File: config.mk
export PLATFORM = sky130hd
export DESIGN_NAME = lgr_datapath
export DESIGN_NICKNAME = d
export VERILOG_FILES = /design/src/hw/rtl/lgr_pkg.sv /design/src/hw/rtl/lgr_datapath.sv
export SDC_FILE = /design/constraint.sdc
export NUM_CORES = 1
export LEC_CHECK = 0
export BUFFER_PORTS_ARGS = -buffer_cell sky130_fd_sc_hd__buf_2
export CORE_MARGIN = 8
export CORE_UTILIZATION = 30
export DETAILED_ROUTE_END_ITERATION = 16
export MAX_ROUTING_LAYER = met4
export RECOVER_POWER = 50
export SLEW_MARGIN = 25
export SYNTH_ARGS = -nofsm -noshare
export SYNTH_HDL_FRONTEND = slang
export SYNTH_SLANG_ARGS = --single-unit
File: constraint.sdc
create_clock -name clk_i -period 5.65 [get_ports clk_i]
set_input_delay 1.13 -clock clk_i [delete_from_list [all_inputs] [get_ports clk_i]]
set_output_delay 1.13 -clock clk_i [all_outputs]
set_load 0.03 [all_outputs]
File: src/hw/rtl/lgr_pkg.sv
// Shared types and constants for the Laplace grid relaxation unit.
// Holds register indexes, command and status codes, FSM states and the
// control and status structs between controller and datapath.
`timescale 1ns / 1ps

package lgr_pkg;

  localparam int MAX_DIM    = 16;
  localparam int MAX_SWEEPS = 4096;
  localparam int DATA_W     = 32;
  localparam int SWEEP_W    = 16;
  localparam int DIM_CFG_W  = 5;
  localparam int TOL_W      = 31;
  localparam int IDX_W      = 4;
  localparam int APB_AW     = 5;
  localparam int APB_DW     = 32;

  localparam logic [DIM_CFG_W-1:0] DIM_RESET = DIM_CFG_W'(10);

  typedef enum logic [2:0] {
    REG_TOP    = 3'd0,
    REG_RIGHT  = 3'd1,
    REG_BOTTOM = 3'd2,
    REG_LEFT   = 3'd3,
    REG_ROWS   = 3'd4,
    REG_COLS   = 3'd5,
    REG_TOL    = 3'd6
  } reg_idx_e;

  typedef enum logic {
    CMD_SOLVE = 1'b0,
    CMD_READ  = 1'b1
  } cmd_e;

  typedef enum logic [1:0] {
    ST_OK      = 2'd0,
    ST_CAP     = 2'd1,
    ST_RANGE   = 2'd2,
    ST_NOSOLVE = 2'd3
  } status_e;

  typedef enum logic [2:0] {
    NB_NORTH,
    NB_SOUTH,
    NB_WEST,
    NB_EAST,
    NB_CENTER,
    NB_REQ
  } rd_sel_e;

  typedef enum logic [3:0] {
    S_IDLE,
    S_DISPATCH,
    S_PREP,
    S_INIT,
    S_SWEEP,
    S_RD_N,
    S_RD_S,
    S_RD_W,
    S_RD_E,
    S_RD_C,
    S_WR,
    S_CMP,
    S_SWEEP_END,
    S_READ,
    S_DONE
  } state_e;

  typedef struct packed {
    logic [DATA_W-1:0]    top;
    logic [DATA_W-1:0]    right;
    logic [DATA_W-1:0]    bottom;
    logic [DATA_W-1:0]    left;
    logic [DIM_CFG_W-1:0] rows;
    logic [DIM_CFG_W-1:0] cols;
    logic [TOL_W-1:0]     tol;
  } cfg_t;

  typedef struct packed {
    logic    req_ld;
    logic    prep;
    logic    init_wr;
    logic    sweep_begin;
    logic    rd_en;
    rd_sel_e rd_sel;
    logic    acc_load;
    logic    acc_add;
    logic    cell_wr;
    logic    diff_ld;
    logic    cmp;
    logic    finish;
    logic    out_ld;
  } ctl_t;

  typedef struct packed {
    logic req_read;
    logic init_last;
    logic cell_last;
    logic converged;
    logic cap_reached;
  } sts_t;

endpackage

File: src/hw/rtl/lgr_datapath.sv
// Datapath: cell counters, address generation, neighbor sum, change tracking,
// solve state and result register. Depends on lgr_pkg; drives the grid RAM.
`timescale 1ns / 1ps

module lgr_datapath #(
  parameter  int MaxDim    = lgr_pkg::MAX_DIM,
  parameter  int MaxSweeps = lgr_pkg::MAX_SWEEPS,
  localparam int AddrW     = $clog2(MaxDim * MaxDim)
) (
  input  logic                        clk_i,
  input  logic                        rst_ni,
  input  lgr_pkg::cfg_t               cfg_i,
  input  lgr_pkg::ctl_t               ctl_i,
  output lgr_pkg::sts_t               sts_o,
  input  logic                        command_i,
  input  logic [lgr_pkg::IDX_W-1:0]   row_index_i,
  input  logic [lgr_pkg::IDX_W-1:0]   col_index_i,
  output logic                        ram_we_o,
  output logic [AddrW-1:0]            ram_waddr_o,
  output logic [lgr_pkg::DATA_W-1:0]  ram_wdata_o,
  output logic                        ram_re_o,
  output logic [AddrW-1:0]            ram_raddr_o,
  input  logic [lgr_pkg::DATA_W-1:0]  ram_rdata_i,
  output logic signed [lgr_pkg::DATA_W-1:0] cell_value_o,
  output logic [lgr_pkg::SWEEP_W-1:0] sweep_count_o,
  output logic [1:0]                  status_o
);

  import lgr_pkg::*;

  localparam int DW   = $clog2(MaxDim + 1);
  localparam int CmpW = (DW > IDX_W) ? DW : IDX_W;
  localparam int SumW = DATA_W + 2;
  localparam int DifW = DATA_W + 1;

  function automatic logic [AddrW-1:0] addr_of(input logic [DW-1:0] row,
                                               input logic [DW-1:0] col);
    return AddrW'(AddrW'(row) * AddrW'(MaxDim) + AddrW'(col));
  endfunction

  function automatic logic [DW-1:0] clamp_dim(input logic [DIM_CFG_W-1:0] d);
    logic [DW-1:0] res;
    if (d < DIM_CFG_W'(3)) begin
      res = DW'(3);
    end else if (int'(d) > MaxDim) begin
      res = DW'(MaxDim);
    end else begin
      res = DW'(d);
    end
    return res;
  endfunction

  // control state
  logic [DW-1:0]      nr_q, nc_q, r_q, c_q;
  logic [DW-1:0]      nr_d, nc_d, r_d, c_d;
  logic [SWEEP_W-1:0] sweeps_q, sweeps_d;
  logic [SWEEP_W-1:0] last_sweeps_q, last_sweeps_d;
  logic [DifW-1:0]    worst_q, worst_d;
  logic               solved_q, solved_d;
  logic               cap_q, cap_d;

  // payload
  logic                   req_cmd_q;
  logic [IDX_W-1:0]       req_row_q, req_col_q;
  logic [DATA_W-1:0]      start_q;
  logic signed [SumW-1:0] sum_q;
  logic signed [DifW-1:0] diff_q;
  logic [DATA_W-1:0]      out_value_q;
  logic [1:0]             out_status_q;
  logic [SWEEP_W-1:0]     out_sweeps_q;

  logic signed [SumW-1:0] edge_sum, rdata_ext;
  logic [DATA_W-1:0]      avg, init_val;
  logic signed [DifW-1:0] diff_d;
  logic [DifW-1:0]        abs_diff;
  logic [DW-1:0]          nr_m1, nc_m1, nr_m2, nc_m2, r_dec, r_inc, c_dec, c_inc;
  logic                   out_of_range;
  status_e                cap_status;

  assign nr_m1 = nr_q - DW'(1);
  assign nc_m1 = nc_q - DW'(1);
  assign nr_m2 = nr_q - DW'(2);
  assign nc_m2 = nc_q - DW'(2);
  assign r_dec = r_q - DW'(1);
  assign r_inc = r_q + DW'(1);
  assign c_dec = c_q - DW'(1);
  assign c_inc = c_q + DW'(1);

  assign edge_sum = {{2{cfg_i.top[DATA_W-1]}}, cfg_i.top}
                  + {{2{cfg_i.right[DATA_W-1]}}, cfg_i.right}
                  + {{2{cfg_i.bottom[DATA_W-1]}}, cfg_i.bottom}
                  + {{2{cfg_i.left[DATA_W-1]}}, cfg_i.left};

  assign rdata_ext = {{2{ram_rdata_i[DATA_W-1]}}, ram_rdata_i};
  assign avg       = sum_q[SumW-1:2];
  assign diff_d    = $signed({avg[DATA_W-1], avg}) - $signed({ram_rdata_i[DATA_W-1], ram_rdata_i});
  assign abs_diff  = diff_q[DifW-1] ? DifW'(-diff_q) : DifW'(diff_q);

  always_comb begin
    priority if (c_q == '0) begin
      init_val = cfg_i.left;
    end else if (r_q == nr_m1) begin
      init_val = cfg_i.bottom;
    end else if (c_q == nc_m1) begin
      init_val = cfg_i.right;
    end else if (r_q == '0) begin
      init_val = cfg_i.top;
    end else begin
      init_val = start_q;
    end
  end

  assign ram_we_o    = ctl_i.init_wr | ctl_i.cell_wr;
  assign ram_waddr_o = addr_of(r_q, c_q);
  assign ram_wdata_o = ctl_i.init_wr ? init_val : avg;
  assign ram_re_o    = ctl_i.rd_en;

  always_comb begin
    unique case (ctl_i.rd_sel)
      NB_NORTH:  ram_raddr_o = addr_of(r_dec, c_q);
      NB_SOUTH:  ram_raddr_o = addr_of(r_inc, c_q);
      NB_WEST:   ram_raddr_o = addr_of(r_q, c_dec);
      NB_EAST:   ram_raddr_o = addr_of(r_q, c_inc);
      NB_CENTER: ram_raddr_o = addr_of(r_q, c_q);
      NB_REQ:    ram_raddr_o = addr_of(DW'(req_row_q), DW'(req_col_q));
      default:   ram_raddr_o = addr_of(r_q, c_q);
    endcase
  end

  always_comb begin
    nr_d          = nr_q;
    nc_d          = nc_q;
    r_d           = r_q;
    c_d           = c_q;
    sweeps_d      = sweeps_q;
    last_sweeps_d = last_sweeps_q;
    worst_d       = worst_q;
    solved_d      = solved_q;
    cap_d         = cap_q;
    if (ctl_i.prep) begin
      nr_d     = clamp_dim(cfg_i.rows);
      nc_d     = clamp_dim(cfg_i.cols);
      r_d      = '0;
      c_d      = '0;
      sweeps_d = '0;
    end
    if (ctl_i.init_wr) begin
      if (c_q == nc_m1) begin
        c_d = '0;
        r_d = r_inc;
      end else begin
        c_d = c_inc;
      end
    end
    if (ctl_i.sweep_begin) begin
      r_d      = DW'(1);
      c_d      = DW'(1);
      sweeps_d = sweeps_q + SWEEP_W'(1);
      worst_d  = '0;
    end
    if (ctl_i.cmp) begin
      if (abs_diff > worst_q) begin
        worst_d = abs_diff;
      end
      if (c_q == nc_m2) begin
        c_d = DW'(1);
        r_d = r_inc;
      end else begin
        c_d = c_inc;
      end
    end
    if (ctl_i.finish) begin
      solved_d      = 1'b1;
      last_sweeps_d = sweeps_q;
      cap_d         = ~sts_o.converged;
    end
  end

  always_ff @(posedge clk_i or negedge rst_ni) begin
    if (!rst_ni) begin
      nr_q          <= '0;
      nc_q          <= '0;
      r_q           <= '0;
      c_q           <= '0;
      sweeps_q      <= '0;
      last_sweeps_q <= '0;
      worst_q       <= '0;
      solved_q      <= 1'b0;
      cap_q         <= 1'b0;
    end else begin
      nr_q          <= nr_d;
      nc_q          <= nc_d;
      r_q           <= r_d;
      c_q           <= c_d;
      sweeps_q      <= sweeps_d;
      last_sweeps_q <= last_sweeps_d;
      worst_q       <= worst_d;
      solved_q      <= solved_d;
      cap_q         <= cap_d;
    end
  end

  assign out_of_range = (CmpW'(req_row_q) >= CmpW'(nr_q)) ||
                        (CmpW'(req_col_q) >= CmpW'(nc_q));
  assign cap_status   = cap_q ? ST_CAP : ST_OK;

  always_ff @(posedge clk_i) begin
    if (ctl_i.req_ld) begin
      req_cmd_q <= command_i;
      req_row_q <= row_index_i;
      req_col_q <= col_index_i;
    end
    if (ctl_i.prep) begin
      start_q <= edge_sum[SumW-1:2];
    end
    if (ctl_i.acc_load) begin
      sum_q <= rdata_ext;
    end else if (ctl_i.acc_add) begin
      sum_q <= sum_q + rdata_ext;
    end
    if (ctl_i.diff_ld) begin
      diff_q <= diff_d;
    end
    if (ctl_i.out_ld) begin
      out_sweeps_q <= last_sweeps_q;
      priority if (cmd_e'(req_cmd_q) == CMD_SOLVE) begin
        out_value_q  <= '0;
        out_status_q <= cap_status;
      end else if (!solved_q) begin
        out_value_q  <= '0;
        out_status_q <= ST_NOSOLVE;
      end else if (out_of_range) begin
        out_value_q  <= '0;
        out_status_q <= ST_RANGE;
      end else begin
        out_value_q  <= ram_rdata_i;
        out_status_q <= cap_status;
      end
    end
  end

  assign sts_o.req_read    = (cmd_e'(req_cmd_q) == CMD_READ);
  assign sts_o.init_last   = (r_q == nr_m1) && (c_q == nc_m1);
  assign sts_o.cell_last   = (r_q == nr_m2) && (c_q == nc_m2);
  assign sts_o.converged   = (worst_q <= DifW'(cfg_i.tol));
  assign sts_o.cap_reached = (sweeps_q == SWEEP_W'(MaxSweeps));

  assign cell_value_o  = out_value_q;
  assign sweep_count_o = out_sweeps_q;
  assign status_o      = out_status_q;

endmodule

# After elaboration in Yosys (flattened, before gate mapping)
# Index checks and enable logic that the tools add are counted.
# Widths: inputs -> output; s select.
op_classes:
  add_sub_neg: 21
  mul: 0
  div_mod_pow: 0
  magnitude_cmp: 8
  eq_ne: 9
  shifts: 0
  muxes: 34
  bitwise_logic: 4
  reduce_logical: 10
op_table:
  columns: ["cell", "count"]
  rows:
  - ["$mux 32", 5]
  - ["$mux 33", 4]
  - ["$mux 5", 16]
  - ["$mux 34", 2]
  - ["$add 8x5->8", 5]
  - ["$pmux 8 s5", 1]
  - ["$add 33x32->34", 1]
  - ["$add 34x32->34", 1]
  - ["$add 34x34->34", 1]
  - ["$add 32x32->33", 1]
  - ["$gt 33x33->1", 1]
  - ["$le 33x31->1", 1]
  - ["$neg 33->33", 1]
  - ["$sub 32x32->33", 1]
  - ["$mux 16", 2]
  - ["$eq 5x5->1", 4]
  - ["$add 16x1->16 const B", 1]
  - ["$eq 16x13->1 const B", 1]
  - ["$sub 5x1->5 const B", 3]
  - ["$add 5x1->5 const B", 2]
  - ["$ge 4x5->1", 2]
  - ["$gt 5x5->1 const B", 2]
  - ["$logic_not 5->1", 2]
  - ["$lt 5x2->1 const B", 2]
  - ["16 further kinds", 24]
word_totals:
  ff_bits: 245
  latchBits: 0
  ramBits: 0
  romBits: 0
  inputBits: 227
  output_inout_bits: 105
  elab_cells: 104
  n_memories: 0

# Depth between registers and ports, before layout
logic_depth:
  word_depth: 7
  ltp_mapped: 20
  mapped_depth_nobuf: 19

# Least setup slack after synthesis
# OpenSTA, ideal clock, no wires.
synth_path:
  kind: "in2reg"
  start: "input cfg_i[44] (netlist name)"
  end: "register start_q[30] (data pin)"
  arrival_ps: 4527
  t_required_ps: 5392
  setup_slack_ps: 865
  stages: 11
  cell_sequence: "fa_1 -> fa_1 -> ha_1 -> o21ai_0 -> a22oi_1 -> o41ai_1 -> o22ai_1 -> o41ai_1 -> o21ai_0 -> a31oi_1 -> xnor2_1"
synth_between:
  elab_chain_len: 1
synth_rtl:
  columns: ["item", "line", "rtl"]
  rows:
  - ["start: declaration", "lgr_datapath.sv:12", "input lgr_pkg::cfg_t cfg_i,"]
  - ["$add 34x34->34", "lgr_datapath.sv:92", "+ {{2{cfg_i.left[DATA_W-1]}}, cfg_i.left};"]
  - ["net edge_sum[32]", "lgr_datapath.sv:72", "logic signed [SumW-1:0] edge_sum, rdata_ext;"]
  - ["end signal: assignment", "lgr_datapath.sv:214", "start_q <= edge_sum[SumW-1:2];"]
  - ["end: declaration", "lgr_datapath.sv:65", "logic [DATA_W-1:0] start_q;"]
# The timed path passes the listed nets, and every way through them passes these cells.
# A chain may end at the register's enable or synchronous reset.

# Final worst setup path
layout_path:
  start: "register nc_q[2]"
  end: "output ram_wdata_o[11] (netlist name)"
layout_between:
  elab_chain_len: 6
layout_rtl:
  columns: ["item", "line", "rtl"]
  rows:
  - ["start: declaration", "lgr_datapath.sv:54", "logic [DW-1:0] nr_q, nc_q, r_q, c_q;"]
  - ["start signal: assignment", "lgr_datapath.sv:192", "nc_q <= nc_d;"]
  - ["$sub 5x1->5", "lgr_datapath.sv:81", "assign nc_m1 = nc_q - DW'(1);"]
  - ["$eq 5x5->1", "lgr_datapath.sv:104", "end else if (c_q == nc_m1) begin"]
  - ["$mux 32", "lgr_datapath.sv:104", null]
  - ["$mux 32", "lgr_datapath.sv:102", "end else if (r_q == nr_m1) begin"]
  - ["$mux 32", "lgr_datapath.sv:100", "priority if (c_q == '0) begin"]
  - ["$mux 32", "lgr_datapath.sv:115", "assign ram_wdata_o = ctl_i.init_wr ? init_val : avg;"]
  - ["end: declaration", "lgr_datapath.sv:20", "output logic [lgr_pkg::DATA_W-1:0] ram_wdata_o,"]
# No other way between the ends.

==> impl_metrics.ini <==
[worst_setup_path]
crit_slowest_cell = o21ai_0
cp-end-kind = output port
cp_cell_sequence = inv_1 -> ha_1 -> a21boi_0 -> xor2_1 -> and3_1 -> o2111ai_4 -> buf_4 -> nor2_1 -> a211oi_1 -> a21oi_1 -> o21ai_0 -> mux2_2 -> buf_2
critPathLaunchType = register
crit_arrival_ns = 4.04
slowest_delay_ns = 0.51
path_class = reg -> out
cp.required_ns = 4.52
crit_fanout = 34

[clock_network]
clockBufferDepth = 3
cts_setup_buffers = 0
cts_inserted_buffers = 34
cts_tree = built
cts.sinks = 245
cts-resized-gates = 0
clkTransAtPathRegs_ns = 0.06
cts_root_buf = clkbuf_16
cts_hold_buf = 0
insertion_delay_ns = 0.54
htreeDepth = 2

[floorplanning]
die_h_um = 277
start_util_pct = 30.3
floorplan.die.width_um = 277
row_count = 95
die_area_mm2 = 0.0765
fp.coreArea_mm2 = 0.0672
ios = 332

[timing]
setup_slack_ns = 0.476
finalHoldViolations = 0
whs_ns = 0.448
tightest_slew_ns = 3.35
fin_tns_setup_ns = 0
finalSetupViolations = 0
relSlewSlack_pct = -123
clock_skew_ns = 0.0179
fmax_mhz = 193
period_minus_slack_ns = 5.17
rsz0062_at_grt = no
slew_viol_final = 290
period_share_pct = 91.6

[pwr]
power.leakage_nw = 10.6
power_mw = 9.91
p_per_area_mw_per_mm2 = 411
irDropWorstVdd_uv = 206

[placed_design]
place_inst = 3282
hpwl_um = 52100
pre_cts_ws_ns = 0.417
place_congestion = 0.871
io_buffers = 329
place_area_mm2 = 0.0230

[outcome]
status = complete, but fails checks
violations = capacitance limit, slew limit

[finish]
synthToLayoutAreaGrowth_pct = 18.4
drive_above_1_share_pct = 20.2
post-route-util_pct = 35.9
multi_input_area_mm2 = 0.0125
ff_latch_area_mm2 = 0.00692
final_cell_area_mm2 = 0.0241
fin_nets = 2928
fillers = 6892
final_cells = 3363

[synth]
yosys-top-cells-area = edfxtp_1 (23%), ha_1 (12%), dfrtp_1 (11%)
synth_cells = 2139
synth_top_area_share_pct = 23.3
syn_area_mm2 = 0.0204
synth_edf_count = 158
ys_seq_area_share_pct = 34.0
yosys_warnings = 0
yosysUniqueCellTypes = 72
avgSynthCellArea_um2 = 9.53
async_flop_share_pct = 35.5
synth_flop_cell = edfxtp_1
synth_seq_cells = 245
synth_top_cell_by_area = edfxtp_1
syn-num-nets = 2622

[global_routing]
antenna_found_initial = 25
first_global_vias = 16300
overflow = 0
grt_max_degree = 66
grt_pass1_wl_um = 97900
globalRouteTotalUtil_pct = 16.7

[route]
routed_wl_um = 64900
dr.pass1.iters = 5
drtIter0Drc = 1092
wl_per_cell_um = 19.3
route.detailed.drc = 0
ant_nets = 0
drt-vias-per-instance = 5.00
dr_total_vias = 16800

[flow_run]
cap_violations = 7

[min_path]
worstHoldPathType = reg -> reg
## worst paths after layout
| kind | startpoint | slack (ns) | cells past startpoint | endpoint |
|---|---|---|---|---|
| worst max-delay path | nc_q[2]$_DFFE_PN0P_ | 0.48 | 13 | ram_wdata_o[11] |
| worst min-delay path | last_sweeps_q[8]$_DFFE_PN0P_ | 0.45 | 0 | sweep_count_o[8]$_DFFE_PP_ |
| worst max register to register | diff_q[9]$_DFFE_PP_ | 0.48 | 18 | worst_q[32]$_DFF_PN0_ |
| worst min register to register | last_sweeps_q[8]$_DFFE_PN0P_ | 0.45 | 0 | sweep_count_o[8]$_DFFE_PP_ |
| max in group asynchronous | rst_ni | 2.06 | 2 | worst_q[28]$_DFF_PN0_ |
| min in group asynchronous | rst_ni | 1.40 | 1 | nc_q[0]$_DFFE_PN0P_ |
## flip-flops by register name, indices dropped and copies added (netlist names), 16 cells and up
signal and count:
worst_q 33, sweep_count_o 16, last_sweeps_q 16, cell_value_o 32, start_q 32, diff_q 33, sweeps_q 16, sum_q 34
## layout by cell type, fill, tap and decap left out, types with 17 or more instances in the layout
master	synthesis	layout
diode_2	0	22
nand2_1	148	148
edfxtp_1	158	158
a21oi_1	132	132
xor2_1	48	48
o21ai_0	176	176
mux2_2	82	82
nand2b_1	24	24
nor3_1	68	67
o21a_1	18	18
clkbuf_16	0	34
dfrtp_1	87	87
a21o_1	63	63
fa_1	67	67
buf_2	0	322
nand3_1	46	46
xnor2_1	100	100
nor2b_1	21	21
inv_1	164	164
ha_1	189	189
buf_4	6	17
nand4_1	22	22
mux2i_1	42	42
nor2_1	152	151
a211oi_1	44	44
## Yosys cell counts (8+ instances only)
cell	n
ha_1	189
o21ai_0	176
inv_1	164
edfxtp_1	158
nor2_1	152
nand2_1	148
a21oi_1	132
xnor2_1	100
dfrtp_1	87
mux2_2	82
nor3_1	68
fa_1	67
clkbuf_1	65
a21o_1	63
xor2_1	48
nand3_1	46
a211oi_1	44
mux2i_1	42
nand2b_1	24
nand4_1	22
nor2b_1	21
o21a_1	18
a31oi_1	16
or3_1	14
and3_1	13
o211ai_1	13
o21bai_1	13
nor4_1	11
o31ai_1	11
buf_1	10
nor3b_1	8
o22ai_1	8
or2_2	8
## metal layers
layer	vias up	track usage, %	part of all wire, %
met1	7913	21.8	46
li1	8377	-	-
met2	437	25.4	44
met5	-	-	0
met4	0	6.07	3.5
met3	84	3.58	5.9
## final cells by class
class,instances,share of cell area (%)
inverters,166,2.58
flip-flops and latches,245,28.7
diodes,22,0.228
well taps,873,4.53
clock inverters,17,0.757
clock buffers,42,3.73
multi-input cells,1647,52.0
repair buffers,351,7.47
## kinds of logic (layout without fill, tap and decap cells)
family,Yosys count,after routing,share of synthesized area (%)
AND/OR/NAND/NOR,570,570,13.5
AO/OA/AOI/OAI,548,548,16.7
adder cells (fa/ha/maj),256,256,18.2
buffers and inverters,247,576,4.66
flip-flops,245,245,34.0
XOR/XNOR,148,148,6.36
multiplexers,125,125,6.67
other,0,22,0
## where the power goes
group	total [mW]	internal, mW	switching [mW]
registers	2.88	2.48	0.399
logic	4.89	2.08	2.81
clock network	2.14	1.27	0.862
## worst max-delay path, delay by kind of cell, from the launching register on
family,cells,cell delay [ns]
fa+ha+maj,1,0.20
buf+inv,3,0.76
compound gates,5,1.38
mux,1,0.31
xor+xnor,1,0.11
flops,1,0.42
simple gates,2,0.29
(Power assumes the default switching activity.)
