--- config.mk ---
export PLATFORM = sky130hd
export DESIGN_NAME = lgr_ctrl
export DESIGN_NICKNAME = d
export VERILOG_FILES = /design/src/hw/rtl/lgr_pkg.sv /design/src/hw/rtl/lgr_ctrl.sv
export SDC_FILE = /design/constraint.sdc
export NUM_CORES = 1
export LEC_CHECK = 0
export ABC_CLOCK_PERIOD_IN_PS = 1850
export BUFFER_PORTS_ARGS = -buffer_cell sky130_fd_sc_hd__buf_4
export CAP_MARGIN = 10
export CORE_AREA = 2 2 39 41
export CTS_BUF_LIST = sky130_fd_sc_hd__clkbuf_8
export CTS_CLUSTER_DIAMETER = 120
export DETAILED_ROUTE_END_ITERATION = 10
export DIE_AREA = 0 0 41 43
export PLACE_DENSITY = 0.75
export SLEW_MARGIN = 40
export SYNTH_ARGS = -nofsm -noshare
export SYNTH_HDL_FRONTEND = slang
export SYNTH_SLANG_ARGS = --single-unit
--- constraint.sdc ---
create_clock -name clk_i -period 1.85 [get_ports clk_i]
set_clock_uncertainty 0.2 [all_clocks]
set_input_delay 0.185 -clock clk_i [delete_from_list [all_inputs] [get_ports clk_i]]
set_output_delay 0.185 -clock clk_i [all_outputs]
set_load 0.01 [all_outputs]
--- src/hw/rtl/lgr_pkg.sv ---
// Shared types and constants for the Laplace grid relaxation unit.
// Holds register indexes, command and status codes, FSM states and the
// control and status structs between controller and datapath.
`timescale 1ns / 1ps

package lgr_pkg;

  localparam int MAX_DIM    = 16;
  localparam int MAX_SWEEPS = 4096;
  localparam int DATA_W     = 32;
  localparam int SWEEP_W    = 16;
  localparam int DIM_CFG_W  = 5;
  localparam int TOL_W      = 31;
  localparam int IDX_W      = 4;
  localparam int APB_AW     = 5;
  localparam int APB_DW     = 32;

  localparam logic [DIM_CFG_W-1:0] DIM_RESET = DIM_CFG_W'(10);

  typedef enum logic [2:0] {
    REG_TOP    = 3'd0,
    REG_RIGHT  = 3'd1,
    REG_BOTTOM = 3'd2,
    REG_LEFT   = 3'd3,
    REG_ROWS   = 3'd4,
    REG_COLS   = 3'd5,
    REG_TOL    = 3'd6
  } reg_idx_e;

  typedef enum logic {
    CMD_SOLVE = 1'b0,
    CMD_READ  = 1'b1
  } cmd_e;

  typedef enum logic [1:0] {
    ST_OK      = 2'd0,
    ST_CAP     = 2'd1,
    ST_RANGE   = 2'd2,
    ST_NOSOLVE = 2'd3
  } status_e;

  typedef enum logic [2:0] {
    NB_NORTH,
    NB_SOUTH,
    NB_WEST,
    NB_EAST,
    NB_CENTER,
    NB_REQ
  } rd_sel_e;

  typedef enum logic [3:0] {
    S_IDLE,
    S_DISPATCH,
    S_PREP,
    S_INIT,
    S_SWEEP,
    S_RD_N,
    S_RD_S,
    S_RD_W,
    S_RD_E,
    S_RD_C,
    S_WR,
    S_CMP,
    S_SWEEP_END,
    S_READ,
    S_DONE
  } state_e;

  typedef struct packed {
    logic [DATA_W-1:0]    top;
    logic [DATA_W-1:0]    right;
    logic [DATA_W-1:0]    bottom;
    logic [DATA_W-1:0]    left;
    logic [DIM_CFG_W-1:0] rows;
    logic [DIM_CFG_W-1:0] cols;
    logic [TOL_W-1:0]     tol;
  } cfg_t;

  typedef struct packed {
    logic    req_ld;
    logic    prep;
    logic    init_wr;
    logic    sweep_begin;
    logic    rd_en;
    rd_sel_e rd_sel;
    logic    acc_load;
    logic    acc_add;
    logic    cell_wr;
    logic    diff_ld;
    logic    cmp;
    logic    finish;
    logic    out_ld;
  } ctl_t;

  typedef struct packed {
    logic req_read;
    logic init_last;
    logic cell_last;
    logic converged;
    logic cap_reached;
  } sts_t;

endpackage

--- src/hw/rtl/lgr_ctrl.sv ---
// Controller FSM: sequences grid init, Gauss-Seidel sweeps, cell reads and
// the result handshake. Depends on lgr_pkg; commands lgr_datapath.
`timescale 1ns / 1ps

module lgr_ctrl (
  input  logic          clk_i,
  input  logic          rst_ni,
  input  logic          in_valid_i,
  output logic          in_ready_o,
  output logic          out_valid_o,
  input  logic          out_ready_i,
  input  lgr_pkg::sts_t sts_i,
  output lgr_pkg::ctl_t ctl_o
);

  import lgr_pkg::*;

  state_e state_q, state_d;
  logic   out_valid_q, out_valid_d;
  logic   slot_free;

  assign slot_free = ~out_valid_q | out_ready_i;

  always_comb begin
    state_d = state_q;
    unique case (state_q)
      S_IDLE:      if (in_valid_i) state_d = S_DISPATCH;
      S_DISPATCH:  state_d = sts_i.req_read ? S_READ : S_PREP;
      S_PREP:      state_d = S_INIT;
      S_INIT:      if (sts_i.init_last) state_d = S_SWEEP;
      S_SWEEP:     state_d = S_RD_N;
      S_RD_N:      state_d = S_RD_S;
      S_RD_S:      state_d = S_RD_W;
      S_RD_W:      state_d = S_RD_E;
      S_RD_E:      state_d = S_RD_C;
      S_RD_C:      state_d = S_WR;
      S_WR:        state_d = S_CMP;
      S_CMP:       state_d = sts_i.cell_last ? S_SWEEP_END : S_RD_N;
      S_SWEEP_END: state_d = (sts_i.converged || sts_i.cap_reached) ? S_DONE : S_SWEEP;
      S_READ:      state_d = S_DONE;
      S_DONE:      if (slot_free) state_d = S_IDLE;
      default:     state_d = S_IDLE;
    endcase
  end

  always_comb begin
    ctl_o      = '0;
    in_ready_o = 1'b0;
    unique case (state_q)
      S_IDLE: begin
        in_ready_o   = 1'b1;
        ctl_o.req_ld = in_valid_i;
      end
      S_PREP:  ctl_o.prep        = 1'b1;
      S_INIT:  ctl_o.init_wr     = 1'b1;
      S_SWEEP: ctl_o.sweep_begin = 1'b1;
      S_RD_N: begin
        ctl_o.rd_en  = 1'b1;
        ctl_o.rd_sel = NB_NORTH;
      end
      S_RD_S: begin
        ctl_o.rd_en    = 1'b1;
        ctl_o.rd_sel   = NB_SOUTH;
        ctl_o.acc_load = 1'b1;
      end
      S_RD_W: begin
        ctl_o.rd_en   = 1'b1;
        ctl_o.rd_sel  = NB_WEST;
        ctl_o.acc_add = 1'b1;
      end
      S_RD_E: begin
        ctl_o.rd_en   = 1'b1;
        ctl_o.rd_sel  = NB_EAST;
        ctl_o.acc_add = 1'b1;
      end
      S_RD_C: begin
        ctl_o.rd_en   = 1'b1;
        ctl_o.rd_sel  = NB_CENTER;
        ctl_o.acc_add = 1'b1;
      end
      S_WR: begin
        ctl_o.cell_wr = 1'b1;
        ctl_o.diff_ld = 1'b1;
      end
      S_CMP:       ctl_o.cmp    = 1'b1;
      S_SWEEP_END: ctl_o.finish = sts_i.converged | sts_i.cap_reached;
      S_READ: begin
        ctl_o.rd_en  = 1'b1;
        ctl_o.rd_sel = NB_REQ;
      end
      S_DONE:  ctl_o.out_ld = slot_free;
      default: ctl_o = '0;
    endcase
  end

  always_comb begin
    out_valid_d = out_valid_q;
    if (ctl_o.out_ld) begin
      out_valid_d = 1'b1;
    end else if (out_ready_i) begin
      out_valid_d = 1'b0;
    end
  end

  always_ff @(posedge clk_i or negedge rst_ni) begin
    if (!rst_ni) begin
      state_q     <= S_IDLE;
      out_valid_q <= 1'b0;
    end else begin
      state_q     <= state_d;
      out_valid_q <= out_valid_d;
    end
  end

  assign out_valid_o = out_valid_q;

endmodule
---- Yosys cells after proc, flatten, opt, wreduce, memory -nomap -nowiden ----
Cells that the tools add are included.
operators by class
  equality and inequality tests ........... 17
  multiplexer cells ....................... 21
  bitwise logic cells ..................... 3
  reduce and logical (&&, ||, !) cells .... 5
operators with widths
  cell                                                  number
  case mux 4 bit (15 select lines)                      1
  equality test 4 bit (second input constant)           7
  two-way mux 4 bit                                     6
  case mux 4 bit (6 select lines)                       1
  equality test 4 x 3 -> 1 bit (second input constant)  4
  two-way mux 1 bit                                     12
  equality test 4 x 2 -> 1 bit (second input constant)  2
  inequality test 2 bit (second input constant)         3
  equality test 4 x 1 -> 1 bit (second input constant)  1
  logical NOT 4 bit                                     1
  AND reduction 3 bit                                   1
  OR reduction 3 bit                                    1
  two-way mux 2 bit                                     1
  bitwise OR 1 bit                                      2
  nonzero test 2 bit                                    1
  logical OR 1 bit                                      1
  NOT 1 bit                                             1
storage, ports and cells
  output and inout bits ................... 17
  logic and storage cells ................. 48
  input bits .............................. 9
  register bits after elaboration ......... 5

---- Logic depth before layout (Yosys ltp) ----
Gate-level depths: netlist of the first run.
  word-level depth ........................ 4
  gate-level depth with buffers ........... 6
  gate-level depth less buffers ........... 4

---- Worst setup path before layout of the first run ----
No wires, ideal clock.
  path kind ............................... register to output
  start point ............................. reg state_q[0]
  end point ............................... out ctl_o[4] (netlist bit)
  stages on the path, launching flop included .. 5
  path slack .............................. 411 ps
  arrival ................................. 1054 ps
  buffers on the path ..................... 2
  path through ............................ dfrtp_1 buf_6 nand2b_1 nor2_1 buf_4
RTL lines
  element                   RTL line         text
  start: declaration        lgr_ctrl.sv:18   state_e state_q, state_d;
  start signal: assignment  lgr_ctrl.sv:110  state_q <= state_d;
  end: declaration          lgr_ctrl.sv:13   output lgr_pkg::ctl_t ctl_o

==> results.yml, run 1 <==
cells_and_area:
  area_growth_pct: 34.1
  final_cell_mix: "buf_4, nor2_1, o22ai_1"
  final_common_cell: "buf_4"
  final_core_util_pct: 56.2
  fillCellCount: 142
  drive_gt1_share_pct: 43.6
  antenna_cells: 0
  fin_nets: 111
yosys:
  synth_edf_count: 0
  ys_warn_count: 0
  netlist-cell-type-count: 29
  synth_area_um2: 581
  syn_area_per_cell_um2: 7.54
  synthArstFlopShare_pct: 100
  synth_top_area_cell: "dfrtp_1"
  ys_seq_elements: 5
  seq_area_frac_synth_pct: 21.6
  synthesis.instances: 77
  syn_nets: 86
  yosysTopAreaCellShare_pct: 21.6
  synth_area_leaders: "dfrtp_1, buf_6, nor2_1"
  dominantRegCellSynth: "dfrtp_1"
sta:
  fin_tns_setup_ns: 0
  setup_viol: 0
  rsz0062_at_grt: "false"
  slew_violations: 0
  slew-limit-headroom_pct: 81.3
  setup_ws_ns: 0.0834
  tightestPinTransition_ns: 0.280
  fin_crit_sh_pct: 95.5
  hold_viol_final: 0
  period_minus_slack_ns: 1.77
  fmaxAchievable_mhz: 566
global_route:
  grt_pass1_vias: 553
  grt_pass1_wl_mm: 2.27
  antenna_found_initial: 0
  grt_overflow: 0
  grt_util_all_layers_pct: 18.3
  grt_max_degree: 15
routing:
  ant_nets: 0
  drc: 0
  wl_per_cell_um: 11.4
  dr.pass1.iters: 4
  routed_wl_mm: 1.33
  avgViaCountPerCell: 5.32
  first_iter_violations: 13
  via_count: 623
floorplanning:
  row_count: 14
  ios: 26
  fp.dieH_um: 43
  core_area_um2: 1380
  start_util_pct: 42.0
  die_area_um2: 1760
  die_w_um: 41
min_path:
  worstHoldPathCells: 3
  hold_path.class: "input port to flop"
worst_setup_path:
  worstRegToRegCells: 5
  required_ns: 1.46
  arrival_ns: 1.38
  worstPathMaxFanout: 11
  startpoint_type: "flop"
  cp-end-kind: "output pin"
  crit_type: "flop to output pin"
place:
  hpwlAfterDp_mm: 1.06
  dp_worst_setup_slack_ns: 0.260
  gp_congestion: 0.804
  port_buffers: 25
clock_network:
  clk_pin_slew_ns: 0.04
  post_cts_buffers: 0
  cts_buffers: 3
  cts.sinks: 5
  clk_latency_ns: 0.22
  cts_max_level: 1
  cts_max_path_buffers: 2
  tritoncts: "yes"
  clockRootBuffer: "clkbuf_8"
run:
  max-cap-violations: 0
power:
  peakVddDrop_v: 0.000810
  p_per_area_nw_per_um2: 1710
  power_leakage_nw: 0.372
outcome:
  run_status: "completed"
==> metrics by stage <==
step | power [mW] | cells | hold slack (ns) | instance area (µm²)
6_report | 1.33 | 117 | 0.0460 | 778
5_1_grt | 1.46 | 117 | 0.0612 | 778
4_1_cts | 1.33 | 117 | 0.0473 | 772
3_5_place_dp | 1.13 | 112 | -0.213 | 717
3_3_place_gp | 1.12 | 112 | -0.211 | 717
2_1_floorplan | 0.953 | 77 | -0.311 | 581
==> per-layer routing <==
metal  up-vias  routed length, µm  track usage [%]  share of wire (%)
met5         -                  0                0                  0
met4         0                  0             5.33                  0
met3         0                 85             6.81                6.4
met2        22                687             26.6                 52
met1       284                558             24.6                 42
li1        317                  -                -                  -
==> cells in the mapped netlist, types with 2 or more instances <==
library cell	instances
buf_6	5
o21ai_2	2
nor3_1	2
o21ai_1	4
o21ai_0	2
buf_4	2
nand2_1	5
nand2b_1	5
a31oi_1	3
o22ai_1	6
a22oi_1	2
a21oi_1	3
nor2_1	12
inv_1	4
and3_1	2
dfrtp_1	5
==> path summary, 6_finish.rpt <==
kind	from	end	slack, ns
min in group asynchronous	rst_ni	out_valid_o	0.10
worst max register to register	state_q[2]	state_q[3]	0.44
worst min-delay path	sts_i[3]	state_q[0]	0.05
max in group asynchronous	rst_ni	state_q[2]	1.23
worst max-delay path	state_q[3]	ctl_o[7]	0.08
worst min register to register	out_valid_o	out_valid_o	0.41
==> cells by family after synthesis <==
kind of cell,Yosys count,share of synthesized area [%]
AOI/OAI and AO/OA,24,26.7
buffers and inverters,13,18.1
DFF,5,21.6
muxes,1,1.72
and+or+nand+nor,34,31.9
==> flip-flops by register name, indices dropped and copies added, names as in the netlist <==
signal / count
out_valid_o: 1
state_q: 4
==> power breakdown <==
part | switching [mW] | internal [mW] | leakage, nW
clock network | 0.0493 | 0.142 | 0.0269
registers | 0.129 | 0.166 | 0.0588
logic | 0.444 | 0.404 | 0.286
==> layout make-up <==
| class | count | area (µm²) | share of cell area, % |
|---|---|---|---|
| well taps | 16 | 20.0 | 2.57 |
| repair buffers | 28 | 213 | 27.3 |
| flip-flops and latches | 5 | 129 | 16.6 |
| inverters | 5 | 18.8 | 2.41 |
| clock buffers | 3 | 41.3 | 5.31 |
| multi-input cells | 59 | 353 | 45.3 |
| clock inverters | 1 | 3.75 | 0.482 |
==> critical path: stages, from the launching register on <==
cell      delay (ns)
dfrtp_2         0.48
nand2b_2        0.26
nor2_1          0.11
nor2_1          0.05
o22ai_1         0.12
buf_4           0.14
==> repair_timing <==
| action | in CTS | in global routing |
|---|---|---|
| endpoints found under the setup margin | 0 | 6 |
| hold endpoints to repair | 5 | 0 |
| resized for setup | 0 | 4 |
| hold buffers | 1 | 0 |
(Power assumes the default switching activity.)
==> run 2: changes to the inputs <==
--- a/config.mk
+++ b/config.mk
@@ -5,7 +5,6 @@
 export SDC_FILE = /design/constraint.sdc
 export NUM_CORES = 1
 export LEC_CHECK = 0
-export ABC_CLOCK_PERIOD_IN_PS = 1850
 export BUFFER_PORTS_ARGS = -buffer_cell sky130_fd_sc_hd__buf_4
 export CAP_MARGIN = 10
 export CORE_AREA = 2 2 39 41
==> constraint.sdc (replaced) <==
create_clock -name clk_i -period 1.85 [get_ports clk_i]
set_clock_uncertainty 0.2 [all_clocks]
set_input_delay 0.185 -clock clk_i [delete_from_list [all_inputs] [get_ports clk_i]]
set_output_delay 0.185 -clock clk_i [all_outputs]
set_load 0.005 [all_outputs]
==> run 2 against run 1 <==
Critical path depth unchanged. Setup slack improved by 0.019 ns. Cell area increased by 0.96%. Largest cell class unchanged. Highest routed layer is now met4. Worst hold slack improved by 0.0098 ns. Via count increased by 3.9%.
==> results.yml, run 2 (synthesized netlist as in run 1, its figures left out) <==
power:
  p_total_mw: 1.31
  peakVddDrop_v: 0.00104
  p_per_area_nw_per_um2: 1670
  power_leakage_nw: 0.377
floorplanning:
  row_count: 14
  core_area_um2: 1380
  start_util_pct: 42.0
  fp.dieH_um: 43
  ios: 26
  die_w_um: 41
  die_area_um2: 1760
clock_network:
  cts_max_path_buffers: 2
  cts_buffers: 3
  post_cts_buffers: 0
  clk_pin_slew_ns: 0.04
  cts.sinks: 5
  clk_latency_ns: 0.22
  clockRootBuffer: "clkbuf_8"
  tritoncts: "yes"
  cts_max_level: 1
cells_and_area:
  area_growth_pct: 35.3
  antenna_cells: 0
  top_register: "state_q"
  final_core_util_pct: 56.8
  multi_input_area_um2: 353
  seq_area_um2: 129
  drive_gt1_share_pct: 44.1
  fin_nets: 112
  final_cell_mix: "buf_4, nor2_1, o22ai_1"
  largest_register_ffs: 4
  final_common_cell: "buf_4"
  fillCellCount: 151
sta:
  hold_viol_final: 0
  rsz0062_at_grt: "false"
  tightestPinTransition_ns: 0.283
  fmaxAchievable_mhz: 572
  period_minus_slack_ns: 1.75
  fin_tns_setup_ns: 0
  setup_viol: 0
  fin_crit_sh_pct: 94.5
  slew_violations: 0
  setup_ws_ns: 0.102
  slew-limit-headroom_pct: 81.1
run:
  max-cap-violations: 0
place:
  port_buffers: 25
  gp_congestion: 0.779
  hpwlAfterDp_mm: 1.05
  dp_worst_setup_slack_ns: 0.231
global_route:
  grt_util_all_layers_pct: 18.6
  grt_pass1_wl_mm: 2.30
  antenna_found_initial: 0
  grt_overflow: 0
  grt_max_degree: 15
  grt_pass1_vias: 542
worst_setup_path:
  worstPathMaxFanout: 11
  cp-end-kind: "output pin"
  crit_type: "flop to output pin"
  arrival_ns: 1.36
  required_ns: 1.46
  r2r_slack_ns: 0.30
  startpoint_type: "flop"
routing:
  first_iter_violations: 10
  avgViaCountPerCell: 5.48
  routed_wl_mm: 1.39
  dr.pass1.iters: 4
  drc: 0
  ant_nets: 0
  wl_per_cell_um: 11.8
  via_count: 647
outcome:
  run_status: "completed"
min_path:
  hold_path.class: "input port to flop"
[run 2: changes by cell type in the layout (fill, tap and decap cells not counted), sizes merged]
cell,before,now
buf,27,28
[run 2: per-layer routing]
| layer | vias up | track usage, % | wire length, µm | part of all wire [%] |
|---|---|---|---|---|
| met5 | - | 0 | 0 | 0 |
| met4 | 0 | 6.00 | 2 | 0.14 |
| met3 | 2 | 4.71 | 85 | 6.1 |
| met2 | 27 | 26.6 | 695 | 50 |
| met1 | 299 | 26.5 | 604 | 44 |
| li1 | 319 | - | - | - |
[run 2: worst max-delay path, cell delays in order, from the launching register on]
cell and delay (ns):
dfrtp_2 0.48, nand2b_2 0.25, nor2_1 0.11, nor2_1 0.05, o22ai_1 0.12, buf_4 0.13
[run 2: worst paths after layout]
kind / depth (start not counted) / start / to
min: 3 / sts_i[3] / state_q[0]
max: 5 / state_q[3] / ctl_o[7]
min reg2reg: 2 / out_valid_o / out_valid_o
min in group asynchronous: 2 / rst_ni / state_q[1]
max reg2reg: 5 / state_q[2] / state_q[2]
max in group asynchronous: 2 / rst_ni / state_q[2]
[run 2: what timing repair did]
action / CTS / global route
setup endpoints to repair: 0 / 11
endpoints found under the hold margin: 5 / 0
resized for setup: 0 / 4
hold buffers: 1 / 0
[run 2: power breakdown]
group	switching (mW)	internal, mW
combinational	0.401	0.410
sequential	0.139	0.166
clock	0.0525	0.142
total	0.592	0.718
[run 2: metrics by stage]
step | instance area, µm² | hold WS [ns] | std cells
floorplan | 581 | -0.311 | 77
global placement | 724 | -0.212 | 113
detailed placement | 724 | -0.211 | 113
CTS | 779 | 0.0572 | 118
global route | 786 | 0.0748 | 118
finish | 786 | 0.0558 | 118
[run 2: area by class of cell]
class / count / share of cell area [%]
multi-input combinational: 59 / 44.9
timing repair buffer: 29 / 28.0
sequential: 5 / 16.4
clock buffer: 3 / 5.25
tap: 16 / 2.55
inverter: 5 / 2.39
clock inverter: 1 / 0.478
==> run 3: changes to the inputs <==
--- a/config.mk
+++ b/config.mk
@@ -13,6 +13,7 @@
 export DETAILED_ROUTE_END_ITERATION = 10
 export DIE_AREA = 0 0 41 43
 export PLACE_DENSITY = 0.75
+export REMOVE_ABC_BUFFERS = 1
 export SLEW_MARGIN = 40
 export SYNTH_ARGS = -nofsm -noshare
 export SYNTH_HDL_FRONTEND = slang
==> run 3 against run 2 <==
Global-route usage increased by 1.5 points. Register-to-register slack got worse by 0.02 ns. Die area unchanged. Routed wire length increased by 12%. Sequential power increased by 5%. Non-clock buffer count decreased by 1. Fmax decreased by 2.2%. Via count increased by 1.7%. Clock-buffer cell count unchanged. Critical path type unchanged. Largest cell class unchanged.
==> results.yml, run 3 (synthesized netlist as in run 1, its figures left out) <==
clock_network:
  clockRootBuffer: "clkbuf_8"
  cts.sinks: 5
  clk_pin_slew_ns: 0.04
  cts_max_level: 1
  tritoncts: "yes"
  clk_latency_ns: 0.23
  post_cts_buffers: 0
  cts_buffers: 3
  cts_max_path_buffers: 2
routing:
  routed_wl_mm: 1.55
  first_iter_violations: 8
  ant_nets: 0
  wl_per_cell_um: 13.2
  avgViaCountPerCell: 5.62
  dr.pass1.iters: 5
  via_count: 658
  drc: 0
worst_setup_path:
  arrival_ns: 1.40
  worstPathMaxFanout: 13
  reg2reg_to: "state_q[2]"
  crit_type: "flop to output pin"
  required_ns: 1.46
  slowest_delay_ns: 0.50
  r2r_start: "state_q[2]"
  r2r_slack_ns: 0.28
  crit_path_start: "state_q[3]"
  crit_chain: "nand2b_2 -> nor2_1 -> nor2_1 -> o22ai_1 -> buf_4"
  startpoint_type: "flop"
  cp_num_buf_inv: 1
  critical_path.most_common_cell: "nor2_1"
  crit_family: "flip-flops"
  cp-end-kind: "output pin"
  worstRegToRegCells: 5
  critPathSlowestCell: "dfrtp_2"
cells_and_area:
  fillCellCount: 137
  drive_gt1_share_pct: 44.6
  area_growth_pct: 35.3
  final_common_cell: "buf_4"
  final_cell_mix: "buf_4, nor2_1, o22ai_1"
  top_register: "state_q"
  antenna_cells: 0
  fin_area_um2: 786
  largest_register_ffs: 4
  fin_cells: 117
  fin_nets: 111
sta:
  slew_violations: 0
  setup_viol: 0
  slew-limit-headroom_pct: 81.2
  period_minus_slack_ns: 1.79
  tightestPinTransition_ns: 0.283
  rsz0062_at_grt: "false"
  fmaxAchievable_mhz: 560
  fin_tns_setup_ns: 0
  fin_crit_sh_pct: 96.6
  whs_ns: 0.0417
  hold_viol_final: 0
min_path:
  worstHoldPathCells: 3
  min_from: "sts_i[3]"
  worstHoldEndpoint: "state_q[0]"
  hold_path.class: "input port to flop"
power:
  combPwrFrac_pct: 60.7
  p_sw_uw: 622
  p_per_area_nw_per_um2: 1710
  power_leakage_nw: 0.376
  p_int_uw: 718
  peakVddDrop_v: 0.000713
  swShare_pct: 46.4
  p_clk_share_pct: 15.5
  seqPwrFrac_pct: 23.8
floorplanning:
  row_count: 14
  die_w_um: 41
  fp.dieH_um: 43
  ios: 26
  die_area_um2: 1760
  core_area_um2: 1380
  start_util_pct: 42.0
global_route:
  use_met2_pct: 27.2
  met3_usage_pct: 6.81
  grt_util_all_layers_pct: 20.1
  grt_busiest_layer: "met2"
  grt_pass1_vias: 576
  grt.met1_usage_pct: 24.9
  grt_overflow: 0
  antenna_found_initial: 0
  grt_pass1_wl_mm: 2.37
  grt_max_degree: 15
outcome:
  run_status: "completed"
place:
  hpwlAfterDp_mm: 1.08
  gp_congestion: 0.904
  port_buffers: 25
  placed_cell_area_um2: 717
  placed_cells: 112
run:
  max-cap-violations: 0
## run 3: changes by cell type in the layout (fill, tap and decap cells not counted), sizes merged
cell,change
buf,-1
## run 3: layout make-up
cell class / count / area (µm²) / share of cell area [%]
clock buffer: 3 / 41.3 / 5.25
clock inverter: 1 / 3.75 / 0.478
inverter: 5 / 18.8 / 2.39
multi-input combinational: 59 / 360 / 45.9
sequential: 5 / 129 / 16.4
tap: 16 / 20.0 / 2.55
timing repair buffer: 28 / 213 / 27.1
## run 3: worst register-to-register path: stages (launching register included)
cell	delay, ns
dfrtp_2	0.50
buf_4	0.20
nor4b_2	0.27
o21ai_1	0.10
o21ai_2	0.09
o22ai_2	0.09
## run 3: metal layers
metal | vias to the layer above | part of all wire, % | routed length [µm]
met5 | - | 0 | 0
met4 | 0 | 3.8 | 59
met3 | 7 | 7.0 | 108
met2 | 24 | 49 | 757
met1 | 313 | 40 | 623
li1 | 314 | - | -
## run 3: how the worst max path moves through the flow
stage | to | cells past startpoint
2_1_floorplan | ctl_o[0] | 3
3_3_place_gp | state_q[2] | 5
3_5_place_dp | state_q[2] | 5
4_1_cts | ctl_o[7] | 5
5_1_grt | ctl_o[1] | 4
6_report | ctl_o[7] | 5
## run 3: timing repair
| action | 4_1_cts | 5_1_grt |
|---|---|---|
| gates resized for setup | 1 | 5 |
| endpoints found under the hold margin | 5 | 0 |
| setup endpoints to repair | 2 | 11 |
| hold buffers | 1 | 0 |
## run 3: power groups by stage
stage	logic [mW]	clock network (mW)	registers [mW]
after global routing	0.903	0.218	0.335
after floorplan	0.467	0	0.287
final	0.814	0.207	0.319
after CTS	0.793	0.210	0.303
after global placement	0.779	0	0.298
after detailed placement	0.788	0	0.301
## run 3: stage by stage
step	setup WS [ns]	util, %	total power [mW]
6_report	0.0633	56.8	1.34
2_1_floorplan	0.356	-	0.754
4_1_cts	0.0234	55.9	1.31
3_5_place_dp	0.199	51.8	1.09
5_1_grt	0.00795	56.8	1.46
3_3_place_gp	0.255	51.8	1.08
